[config.mk]
export PLATFORM = sky130hd
export DESIGN_NAME = iso8601_text_to_epoch_ms_top
export DESIGN_NICKNAME = d
export VERILOG_FILES = /design/src/sv/isoep_pkg.sv /design/src/sv/isoep_parse.sv /design/src/sv/isoep_conv.sv /design/src/sv/isoep_ctrl.sv /design/src/sv/iso8601_text_to_epoch_ms_top.sv
export SDC_FILE = /design/constraint.sdc
export NUM_CORES = 2
export LEC_CHECK = 0
export ABC_CLOCK_PERIOD_IN_PS = 13600
export BUFFER_PORTS_ARGS = -buffer_cell sky130_fd_sc_hd__buf_4
export CAP_MARGIN = 10
export CORE_MARGIN = 5
export CORE_UTILIZATION = 70
export DETAILED_ROUTE_END_ITERATION = 8
export PLACE_DENSITY_LB_ADDON = 0.25
export SLEW_MARGIN = 20
export SYNTH_ARGS = -nofsm -noshare
export SYNTH_HDL_FRONTEND = slang
export SYNTH_SLANG_ARGS = --single-unit
[constraint.sdc]
create_clock -name clk_i -period 13.6 [get_ports clk_i]
set_input_delay 3.4 -clock clk_i [delete_from_list [all_inputs] [get_ports clk_i]]
set_output_delay 3.4 -clock clk_i [all_outputs]
set_load 0.05 [all_outputs]
[src/sv/isoep_pkg.sv]
// ----------------------------------------------------------------------------
// isoep_pkg
// Shared types, widths and tables for the timestamp text to epoch converter.
// ----------------------------------------------------------------------------
package isoep_pkg;

  localparam int unsigned EpochW  = 50;
  localparam int unsigned YearW   = 14;
  localparam int unsigned FieldW  = 7;
  localparam int unsigned MillisW = 10;

  // fields collected by the parser, handed to the conversion datapath
  typedef struct packed {
    logic               ok;
    logic [YearW-1:0]   year;
    logic [FieldW-1:0]  month;
    logic [FieldW-1:0]  day;
    logic [FieldW-1:0]  hour;
    logic [FieldW-1:0]  minute;
    logic [FieldW-1:0]  second;
    logic [MillisW-1:0] millis;
    logic               zone_neg;
    logic [FieldW-1:0]  zone_hours;
    logic [FieldW-1:0]  zone_minutes;
  } parse_fields_t;

  // commands from the controller to the datapath
  typedef struct packed {
    logic char_en;
    logic clear;
    logic ld_a;
    logic ld_b;
    logic ld_c;
    logic ld_d;
    logic ld_e;
    logic ld_f;
    logic ld_g;
    logic ld_out;
  } ctrl_cmd_t;

  // days from march 1 to the first of the month, march-based month index
  function automatic logic [8:0] doy_of(input logic [3:0] mp);
    logic [8:0] r;
    case (mp)
      4'd0:    r = 9'd0;
      4'd1:    r = 9'd31;
      4'd2:    r = 9'd61;
      4'd3:    r = 9'd92;
      4'd4:    r = 9'd122;
      4'd5:    r = 9'd153;
      4'd6:    r = 9'd184;
      4'd7:    r = 9'd214;
      4'd8:    r = 9'd245;
      4'd9:    r = 9'd275;
      4'd10:   r = 9'd306;
      4'd11:   r = 9'd337;
      default: r = 9'd0;
    endcase
    return r;
  endfunction

endpackage

[src/sv/isoep_parse.sv]
// ----------------------------------------------------------------------------
// isoep_parse
// Character decoder: checks the fixed date/time form, collects the fraction
// and zone, and keeps the decimal field accumulators.
// ----------------------------------------------------------------------------
module isoep_parse (
  input  logic                   clk_i,
  input  logic                   rst_ni,
  input  isoep_pkg::ctrl_cmd_t   cmd_i,
  input  logic [7:0]             ch_i,
  output isoep_pkg::parse_fields_t fields_o
);

  typedef enum logic [8:0] {
    PH_FIXED  = 9'b000000001,
    PH_AFTER  = 9'b000000010,
    PH_FRAC   = 9'b000000100,
    PH_ZH1    = 9'b000001000,
    PH_ZH2    = 9'b000010000,
    PH_ZAFTER = 9'b000100000,
    PH_ZCOLON = 9'b001000000,
    PH_ZM2    = 9'b010000000,
    PH_DONE   = 9'b100000000
  } phase_e;

  localparam logic [7:0] ChPlus  = 8'd43;
  localparam logic [7:0] ChMinus = 8'd45;
  localparam logic [7:0] ChDot   = 8'd46;
  localparam logic [7:0] ChColon = 8'd58;
  localparam logic [7:0] ChUpT   = 8'd84;
  localparam logic [7:0] ChLowT  = 8'd116;
  localparam logic [7:0] ChSpace = 8'd32;
  localparam logic [4:0] IdxMax  = 5'd31;
  localparam logic [4:0] IdxEnd  = 5'd18;

  function automatic logic [6:0] acc2(input logic [6:0] a, input logic [3:0] d);
    logic [9:0] s;
    s = {a, 3'b000} + {2'b00, a, 1'b0} + {6'b000000, d};
    return s[6:0];
  endfunction

  phase_e      phase_q, phase_d;
  logic [4:0]  idx_q, idx_d;
  logic        failed_q, failed_d;
  logic [13:0] year_q, year_d;
  logic [6:0]  month_q, month_d, day_q, day_d;
  logic [6:0]  hour_q, hour_d, minute_q, minute_d, second_q, second_d;
  logic [9:0]  millis_q, millis_d;
  logic [1:0]  fplace_q, fplace_d;
  logic        zneg_q, zneg_d;
  logic [6:0]  zh_q, zh_d, zm_q, zm_d;

  logic        dig, sign;
  logic [3:0]  dval;
  logic [16:0] year_sum;

  assign dig      = ch_i inside {[8'd48:8'd57]};
  assign sign     = (ch_i == ChPlus) || (ch_i == ChMinus);
  assign dval     = ch_i[3:0];
  assign year_sum = {year_q, 3'b000} + {2'b00, year_q, 1'b0} + {13'd0, dval};

  always_comb begin
    phase_d  = phase_q;
    idx_d    = idx_q;
    failed_d = failed_q;
    year_d   = year_q;
    month_d  = month_q;
    day_d    = day_q;
    hour_d   = hour_q;
    minute_d = minute_q;
    second_d = second_q;
    millis_d = millis_q;
    fplace_d = fplace_q;
    zneg_d   = zneg_q;
    zh_d     = zh_q;
    zm_d     = zm_q;
    if (cmd_i.clear) begin
      phase_d  = PH_FIXED;
      idx_d    = '0;
      failed_d = 1'b0;
      year_d   = '0;
      month_d  = '0;
      day_d    = '0;
      hour_d   = '0;
      minute_d = '0;
      second_d = '0;
      millis_d = '0;
      fplace_d = '0;
      zneg_d   = 1'b0;
      zh_d     = '0;
      zm_d     = '0;
    end else if (cmd_i.char_en) begin
      if (!failed_q) begin
        if (phase_q == PH_FIXED) begin
          if (idx_q inside {[5'd0:5'd3]}) begin
            if (dig) year_d = year_sum[13:0];
            else failed_d = 1'b1;
          end else if (idx_q inside {5'd4, 5'd7}) begin
            if (ch_i != ChMinus) failed_d = 1'b1;
          end else if (idx_q inside {[5'd5:5'd6]}) begin
            if (dig) month_d = acc2(month_q, dval);
            else failed_d = 1'b1;
          end else if (idx_q inside {[5'd8:5'd9]}) begin
            if (dig) day_d = acc2(day_q, dval);
            else failed_d = 1'b1;
          end else if (idx_q == 5'd10) begin
            if (ch_i != ChUpT && ch_i != ChLowT && ch_i != ChSpace) failed_d = 1'b1;
          end else if (idx_q inside {5'd13, 5'd16}) begin
            if (ch_i != ChColon) failed_d = 1'b1;
          end else if (idx_q inside {[5'd11:5'd12]}) begin
            if (dig) hour_d = acc2(hour_q, dval);
            else failed_d = 1'b1;
          end else if (idx_q inside {[5'd14:5'd15]}) begin
            if (dig) minute_d = acc2(minute_q, dval);
            else failed_d = 1'b1;
          end else begin
            if (dig) second_d = acc2(second_q, dval);
            else failed_d = 1'b1;
          end
          if (idx_q == IdxEnd) phase_d = PH_AFTER;
        end else begin
          case (phase_q)
            PH_AFTER: begin
              if (ch_i == ChDot) begin
                phase_d = PH_FRAC;
              end else if (sign) begin
                zneg_d  = (ch_i == ChMinus);
                phase_d = PH_ZH1;
              end else begin
                phase_d = PH_DONE;
              end
            end
            PH_FRAC: begin
              if (dig) begin
                case (fplace_q)
                  2'd0:    millis_d = millis_q + 10'({6'd0, dval} * 10'd100);
                  2'd1:    millis_d = millis_q + 10'({6'd0, dval} * 10'd10);
                  2'd2:    millis_d = millis_q + {6'd0, dval};
                  default: millis_d = millis_q;
                endcase
                if (fplace_q != 2'd3) fplace_d = fplace_q + 2'd1;
              end else if (sign) begin
                zneg_d  = (ch_i == ChMinus);
                phase_d = PH_ZH1;
              end else begin
                phase_d = PH_DONE;
              end
            end
            PH_ZH1, PH_ZH2: begin
              if (dig) begin
                zh_d    = acc2(zh_q, dval);
                phase_d = (phase_q == PH_ZH1) ? PH_ZH2 : PH_ZAFTER;
              end else begin
                failed_d = 1'b1;
              end
            end
            PH_ZAFTER, PH_ZCOLON: begin
              if (dig) begin
                zm_d    = acc2(zm_q, dval);
                phase_d = PH_ZM2;
              end else if (ch_i == ChColon && phase_q == PH_ZAFTER) begin
                phase_d = PH_ZCOLON;
              end else begin
                phase_d = PH_DONE;
              end
            end
            PH_ZM2: begin
              if (dig) begin
                zm_d    = acc2(zm_q, dval);
                phase_d = PH_DONE;
              end else begin
                failed_d = 1'b1;
              end
            end
            default: begin
              phase_d = phase_q;
            end
          endcase
        end
      end
      if (idx_q != IdxMax) idx_d = idx_q + 5'd1;
    end
  end

  always_ff @(posedge clk_i or negedge rst_ni) begin
    if (!rst_ni) begin
      phase_q  <= PH_FIXED;
      idx_q    <= '0;
      failed_q <= 1'b0;
      year_q   <= '0;
      month_q  <= '0;
      day_q    <= '0;
      hour_q   <= '0;
      minute_q <= '0;
      second_q <= '0;
      millis_q <= '0;
      fplace_q <= '0;
      zneg_q   <= 1'b0;
      zh_q     <= '0;
      zm_q     <= '0;
    end else begin
      phase_q  <= phase_d;
      idx_q    <= idx_d;
      failed_q <= failed_d;
      year_q   <= year_d;
      month_q  <= month_d;
      day_q    <= day_d;
      hour_q   <= hour_d;
      minute_q <= minute_d;
      second_q <= second_d;
      millis_q <= millis_d;
      fplace_q <= fplace_d;
      zneg_q   <= zneg_d;
      zh_q     <= zh_d;
      zm_q     <= zm_d;
    end
  end

  // string is complete unless still inside the fixed part or a partial zone
  assign fields_o.ok = !failed_q && (phase_q == PH_AFTER || phase_q == PH_FRAC ||
                       phase_q == PH_ZAFTER || phase_q == PH_ZCOLON || phase_q == PH_DONE);
  assign fields_o.year         = year_q;
  assign fields_o.month        = month_q;
  assign fields_o.day          = day_q;
  assign fields_o.hour         = hour_q;
  assign fields_o.minute       = minute_q;
  assign fields_o.second       = second_q;
  assign fields_o.millis       = millis_q;
  assign fields_o.zone_neg     = zneg_q;
  assign fields_o.zone_hours   = zh_q;
  assign fields_o.zone_minutes = zm_q;

endmodule

[src/sv/isoep_conv.sv]
// ----------------------------------------------------------------------------
// isoep_conv
// Conversion datapath: month normalization, days from civil date, seconds,
// zone offset and milliseconds, one step per command, plus the result register.
// ----------------------------------------------------------------------------
module isoep_conv (
  input  logic                      clk_i,
  input  isoep_pkg::ctrl_cmd_t      cmd_i,
  input  isoep_pkg::parse_fields_t  fields_i,
  output logic                      valid_res_o,
  output logic signed [isoep_pkg::EpochW-1:0] epoch_ms_o
);

  // step a: year shifted up by one 400-year era, march-based month
  logic [6:0]  mm1;
  logic [14:0] mq_prod;
  logic [3:0]  mq;
  logic [6:0]  mr_full;
  logic [3:0]  mr;
  logic        mr_hi;
  logic [14:0] yp_d, yp_q;
  logic [3:0]  mp_d, mp_q;
  isoep_pkg::parse_fields_t f_q;

  assign mm1     = fields_i.month - 7'd1;
  assign mq_prod = {8'd0, mm1} * 15'd171;  // month-1 divided by 12
  assign mq      = mq_prod[14:11];
  assign mr_full = mm1 - 7'({3'd0, mq} * 7'd12);
  assign mr      = mr_full[3:0];
  assign mr_hi   = (mr >= 4'd2);

  always_comb begin
    if (fields_i.month == 7'd0) begin
      // month zero rolls back into december of the year before
      yp_d = {1'b0, fields_i.year} + 15'd399;
      mp_d = 4'd9;
    end else begin
      yp_d = {1'b0, fields_i.year} + 15'd399 + {11'd0, mq} + {14'd0, mr_hi};
      mp_d = mr_hi ? (mr - 4'd2) : (mr + 4'd10);
    end
  end

  // step b: era index and time of day
  logic [20:0] era_prod;
  logic [5:0]  era_q;
  logic [18:0] hms_q;
  assign era_prod = {10'd0, yp_q[14:4]} * 21'd1311;  // divide by 400

  // step c: year of era and zone offset
  logic [14:0] yoe_full;
  logic [8:0]  yoe_q;
  logic [18:0] off_q;
  assign yoe_full = yp_q - 15'({9'd0, era_q} * 15'd400);

  // step d: day of era
  logic [1:0]  c100;
  logic [17:0] doe_d, doe_q;
  always_comb begin
    if (yoe_q >= 9'd300)      c100 = 2'd3;
    else if (yoe_q >= 9'd200) c100 = 2'd2;
    else if (yoe_q >= 9'd100) c100 = 2'd1;
    else                      c100 = 2'd0;
  end
  assign doe_d = 18'({9'd0, yoe_q} * 18'd365) + {11'd0, yoe_q[8:2]} - {16'd0, c100}
               + {9'd0, isoep_pkg::doy_of(mp_q)};

  // step e: days since 1970, era counted from one below the real one
  logic [23:0]        days_u;
  logic signed [24:0] days_q;
  assign days_u = 24'({18'd0, era_q} * 24'd146097) + {6'd0, doe_q} + {17'd0, f_q.day};

  // step f: seconds
  logic signed [41:0] days_x, secs_q;
  assign days_x = 42'(days_q);

  // step g: apply zone, flag the minus one second instant
  logic signed [41:0] off_x, diff_q;
  logic               neg1_q;
  assign off_x = $signed({23'd0, off_q});

  // output: times 1000 as shifts, plus milliseconds
  logic signed [49:0] diff50, ms50;
  logic               res_ok;
  assign diff50 = 50'(diff_q);
  assign ms50   = (diff50 <<< 10) - (diff50 <<< 4) - (diff50 <<< 3) + $signed({40'd0, f_q.millis});
  assign res_ok = f_q.ok && !neg1_q;

  always_ff @(posedge clk_i) begin
    if (cmd_i.ld_a) begin
      yp_q <= yp_d;
      mp_q <= mp_d;
      f_q  <= fields_i;
    end
    if (cmd_i.ld_b) begin
      era_q <= era_prod[20:15];
      hms_q <= 19'({12'd0, f_q.hour} * 19'd3600) + 19'({12'd0, f_q.minute} * 19'd60)
             + {12'd0, f_q.second};
    end
    if (cmd_i.ld_c) begin
      yoe_q <= yoe_full[8:0];
      off_q <= 19'({12'd0, f_q.zone_hours} * 19'd3600)
             + 19'({12'd0, f_q.zone_minutes} * 19'd60);
    end
    if (cmd_i.ld_d) begin
      doe_q <= doe_d;
    end
    if (cmd_i.ld_e) begin
      days_q <= $signed({1'b0, days_u}) - 25'sd865566;
    end
    if (cmd_i.ld_f) begin
      secs_q <= days_x * 42'sd86400 + $signed({23'd0, hms_q});
    end
    if (cmd_i.ld_g) begin
      neg1_q <= (secs_q == -42'sd1);
      diff_q <= f_q.zone_neg ? (secs_q + off_x) : (secs_q - off_x);
    end
    if (cmd_i.ld_out) begin
      valid_res_o <= res_ok;
      epoch_ms_o  <= res_ok ? ms50 : '1;
    end
  end

endmodule

[src/sv/isoep_ctrl.sv]
// ----------------------------------------------------------------------------
// isoep_ctrl
// Controller: takes characters, then steps the conversion datapath and owns
// the output handshake.
// ----------------------------------------------------------------------------
module isoep_ctrl (
  input  logic                 clk_i,
  input  logic                 rst_ni,
  input  logic                 in_valid_i,
  input  logic                 last_i,
  output logic                 in_stall_o,
  output logic                 out_valid_o,
  input  logic                 out_stall_i,
  output isoep_pkg::ctrl_cmd_t cmd_o
);

  typedef enum logic [8:0] {
    ST_PARSE = 9'b000000001,
    ST_A     = 9'b000000010,
    ST_B     = 9'b000000100,
    ST_C     = 9'b000001000,
    ST_D     = 9'b000010000,
    ST_E     = 9'b000100000,
    ST_F     = 9'b001000000,
    ST_G     = 9'b010000000,
    ST_OUT   = 9'b100000000
  } state_e;

  state_e state_q, state_d;
  logic   out_valid_q, out_valid_d;
  logic   accept, out_free;

  assign accept   = in_valid_i && (state_q == ST_PARSE);
  assign out_free = !out_valid_q || !out_stall_i;

  always_comb begin
    state_d = state_q;
    case (state_q)
      ST_PARSE: if (accept && last_i) state_d = ST_A;
      ST_A:     state_d = ST_B;
      ST_B:     state_d = ST_C;
      ST_C:     state_d = ST_D;
      ST_D:     state_d = ST_E;
      ST_E:     state_d = ST_F;
      ST_F:     state_d = ST_G;
      ST_G:     state_d = ST_OUT;
      ST_OUT:   if (out_free) state_d = ST_PARSE;
      default:  state_d = ST_PARSE;
    endcase
  end

  always_comb begin
    cmd_o.char_en = accept;
    cmd_o.clear   = (state_q == ST_A);
    cmd_o.ld_a    = (state_q == ST_A);
    cmd_o.ld_b    = (state_q == ST_B);
    cmd_o.ld_c    = (state_q == ST_C);
    cmd_o.ld_d    = (state_q == ST_D);
    cmd_o.ld_e    = (state_q == ST_E);
    cmd_o.ld_f    = (state_q == ST_F);
    cmd_o.ld_g    = (state_q == ST_G);
    cmd_o.ld_out  = (state_q == ST_OUT) && out_free;
  end

  // result stays until taken, a new one may replace it in the same cycle
  assign out_valid_d = cmd_o.ld_out ? 1'b1 : (out_valid_q && out_stall_i);

  always_ff @(posedge clk_i or negedge rst_ni) begin
    if (!rst_ni) begin
      state_q     <= ST_PARSE;
      out_valid_q <= 1'b0;
    end else begin
      state_q     <= state_d;
      out_valid_q <= out_valid_d;
    end
  end

  assign in_stall_o  = (state_q != ST_PARSE);
  assign out_valid_o = out_valid_q;

`ifndef ASSERT_OFF
  a_last_starts_conv: assert property (@(posedge clk_i) disable iff (!rst_ni)
    (in_valid_i && !in_stall_o && last_i) |=> (state_q == ST_A))
    else $error("last character did not start conversion");

  a_state_onehot: assert property (@(posedge clk_i) disable iff (!rst_ni)
    $onehot(state_q))
    else $error("controller state not one-hot");

  a_wait_for_output: assert property (@(posedge clk_i) disable iff (!rst_ni)
    (state_q == ST_OUT && out_valid_q && out_stall_i) |=> (state_q == ST_OUT))
    else $error("result overwrote a pending request");

  a_load_sets_valid: assert property (@(posedge clk_i) disable iff (!rst_ni)
    cmd_o.ld_out |=> out_valid_q)
    else $error("loaded result not presented");
`endif

endmodule

[src/sv/iso8601_text_to_epoch_ms_top.sv]
// ----------------------------------------------------------------------------
// iso8601_text_to_epoch_ms_top
// ISO 8601 timestamp text, one character per request, to epoch milliseconds.
// ----------------------------------------------------------------------------
//  channel | handshake                    | payload
//  --------+------------------------------+-------------------------------
//  in      | in_valid_i  / in_stall_o     | ch_i[7:0], last_i
//  out     | out_valid_o / out_stall_i    | valid_res_o, epoch_ms_o[49:0]
//
// one character is taken per cycle while the string streams in.
// after the last character the conversion sequencer steps through normalize,
// era, year of era, day of era, days, seconds, zone and output load; input
// stalls meanwhile. the output register holds its result while out_stall_i
// is high, and the output load waits for it. asynchronous reset returns
// parser and controller to the start of a string.
// ----------------------------------------------------------------------------
module iso8601_text_to_epoch_ms_top (
  input  logic                                clk_i,
  input  logic                                rst_ni,
  input  logic                                in_valid_i,
  output logic                                in_stall_o,
  input  logic [7:0]                          ch_i,
  input  logic                                last_i,
  output logic                                out_valid_o,
  input  logic                                out_stall_i,
  output logic                                valid_res_o,
  output logic signed [isoep_pkg::EpochW-1:0] epoch_ms_o
);

  isoep_pkg::ctrl_cmd_t     cmd;
  isoep_pkg::parse_fields_t fields;

  isoep_ctrl u_ctrl (
    .clk_i       (clk_i),
    .rst_ni      (rst_ni),
    .in_valid_i  (in_valid_i),
    .last_i      (last_i),
    .in_stall_o  (in_stall_o),
    .out_valid_o (out_valid_o),
    .out_stall_i (out_stall_i),
    .cmd_o       (cmd)
  );

  isoep_parse u_parse (
    .clk_i    (clk_i),
    .rst_ni   (rst_ni),
    .cmd_i    (cmd),
    .ch_i     (ch_i),
    .fields_o (fields)
  );

  isoep_conv u_conv (
    .clk_i       (clk_i),
    .cmd_i       (cmd),
    .fields_i    (fields),
    .valid_res_o (valid_res_o),
    .epoch_ms_o  (epoch_ms_o)
  );

endmodule

==> impl_metrics.yaml <==
yosys:
  ys_warn_count: 0
  yosysMostFrequentCell: "ha_1"
  async_reset_ff_share_pct: 24.46
  synth_edf_count: 303
  synthTopCellsByCount: "ha_1 (731), inv_1 (645), edfxtp_1 (303), fa_1 (303), nand2_1 (296)"
  synth_cells: 4221
  yosysUniqueCellTypes: 111
  synth.top_cells.by_area: "ha_1 (21%), edfxtp_1 (21%), fa_1 (14%)"
  synth-seq-area-share_pct: 27.47
  synthesis.nets: 5268
  synth_seq_cells: 413
  syn_area_um2: 42990
  synthFlopType: "edfxtp_1"
  netlist.area_leader.share_pct: 21.27
  yosys.area.top_type: "ha_1"
  syn_area_per_cell_um2: 10.19
global_routing:
  grt_pass1_wl_um: 148200
  grt_pass1_vias: 30868
  antenna_found_initial: 1
  overflow: 0
  grt_max_degree: 62
  groute.usage.overall_pct: 26.29
timing:
  slew_violations: 0
  period_minus_slack_ns: 7.715
  fin_skew_ns: 0.04042
  clock.fmax_ghz: 0.1296
  final.period_utilization_pct: 56.73
  worstMarginPinSlew_ns: 1.054
  slew_headroom_pct: 29.70
  rsz0062_at_grt: "false"
  setup_tns_ns: 0
  hold_viol: 0
  setup_viol: 0
  holdWs_ns: 0.4143
  finalWorstSetupSlack_ns: 5.885
placed_design:
  io_buffer_count: 65
  routabilityCongestion: 0.9235
  place_ws_ns: 5.958
  dp_hpwl_um: 68320
critical_path:
  crit_fanout: 13
  critPathLaunchType: "flop"
  worst_ep_arrival_time_ns: 8.17
  worst-path-buf-inv: 5
  crit_family: "adder cells"
  critical-path-max-stage-delay_ns: 0.65
  cp_slowest_cell: "or4_1"
  end_kind: "flop"
  crit_required_ns: 14.05
  path_class: "reg -> reg"
power_and_ir_drop:
  power_density_nw_per_um2: 193.1
  ir_drop_mv: 0.8512
  p_leak_nw: 21.83
layout:
  register_area_um2: 11810
  fillCellCount: 4049
  multi_input_area_um2: 28570
  nets: 5339
  antenna_cells: 0
  syn2layout_area_growth_pct: 6.848
  drive_gt1_share_pct: 5.521
clocking:
  clock-sinks: 413
  htreeDepth: 2
  ctsLongestPathBuffers: 3
  cts_resized: 0
  clock_latency_ns: 0.61
  clockRootBuffer: "clkbuf_16"
  cts_tree: "built"
  ctsHoldBuffers: 0
  cts_setup_buffers: 0
  cts_buffers: 48
  clkTransAtPathRegs_ns: 0.06
detailed_routing:
  post_drt_wl_per_cell_um: 16.95
  wirelength_um: 86630
  drcViolationCount: 0
  ant_nets: 0
  vias: 30186
  viasPerCell: 5.906
  drt_iter0_drc: 1829
  drtPass1Iterations: 8
job:
  maxCapViolCount: 0
status:
  outcome: "complete, no violations"
floorplanning:
  initial_core_util_pct: 70.96
  chipWidth_um: 257.8
  ios: 66
  die_height_um: 257.8
  die_area_um2: 66470
  rows: 90
  coreArea_um2: 60580
worst_hold_path:
  min_path_type: "reg -> reg"
[routing by layer]
layer | track usage, % | part of all wire, %
met5 | 0 | 0.0092
met4 | 7.001 | 2.4
met3 | 3.175 | 4.0
met2 | 46.46 | 50
met1 | 34.68 | 43
[cell families after synthesis]
logic type                 Yosys count  share of synthesized area [%]
muxes                               22                         0.5442
adders and majority gates         1034                          35.38
and+or+nand+nor                    828                          9.415
AOI/OAI and AO/OA                  851                          13.34
xor gates and xnor gates           369                          7.619
DFF                                413                          27.47
buffers and inverters              704                          6.231
[state kept, by name, indices dropped and copies added, names as in the netlist, 9 cells and up, named ones only]
signal	cells
u_conv.days_q	25
u_conv.diff_q	42
u_conv.doe_q	18
u_conv.epoch_ms_o	50
u_conv.f_q	54
u_conv.hms_q	19
u_conv.off_q	17
u_conv.secs_q	42
u_conv.yoe_q	9
u_conv.yp_q	15
u_ctrl.state_q	9
u_parse.millis_q	10
u_parse.phase_q	9
u_parse.year_q	14
[per-stage QoR]
stage	instances	area (um2)	util [%]	total power [mW]
2_1_floorplan	4221	42990	-	6.454
3_3_place_gp	5024	44360	73.23	7.259
3_5_place_dp	5024	44360	73.23	7.547
4_1_cts	5111	45920	75.79	8.913
5_1_grt	5111	45940	75.82	9.831
6_report	5111	45940	75.82	8.872
[cell type report]
class | count | area share (%)
tap | 782 | 2.130
sequential | 413 | 25.71
clock buffer | 58 | 2.697
timing repair buffer | 80 | 1.307
multi-input combinational | 3104 | 62.20
clock inverter | 29 | 0.6837
inverter | 645 | 5.276
[cell usage in the layout, fill, tap and decap left out, drive strengths merged, types with 8 or more instances in the layout]
cell and n:
a2111oi 13, a211oi 26, a21o 117, a21oi 243
a22o 8, a31oi 33, and2 23, and3 32
buf 80, clkbuf 58, clkinv 18, dfrtp 99
dfxtp 9, edfxtp 303, fa 303, ha 731
inv 648, mux2 11, mux2i 11, nand2 296
nand2b 27, nand3 55, nand3b 9, nand4 33
nor2 175, nor2b 32, nor3 56, nor3b 21
nor4 16, o211ai 23, o21a 27, o21ai 157
o21bai 53, o22ai 9, o31ai 43, or2 13
or3 11, xnor2 228, xor2 139
[final timing paths]
| kind | startpoint | to | slack, ns | cells after the start |
|---|---|---|---|---|
| setup / recovery | u_parse.month_q[0] | u_conv.yp_q[14] | 5.89 | 32 |
| hold / removal | u_conv.yp_q[1] | u_conv.yoe_q[1] | 0.41 | 0 |
| setup reg to reg | u_parse.month_q[0] | u_conv.yp_q[14] | 5.89 | 32 |
| hold reg to reg | u_conv.yp_q[1] | u_conv.yoe_q[1] | 0.41 | 0 |
| max in group asynchronous | rst_ni | u_parse.minute_q[6] | 9.59 | 2 |
| min in group asynchronous | rst_ni | u_parse.month_q[6] | 2.83 | 1 |
[where the power goes]
group          leakage [nW]  internal, mW  total, mW  switching, mW
sequential             4.14          1.75       1.91          0.162
combinational          16.9          2.54       5.68           3.14
clock                 0.758         0.749       1.28          0.533
total                  21.8          5.04       8.87           3.83
No activity file was read; power rests on OpenSTA's default activity.
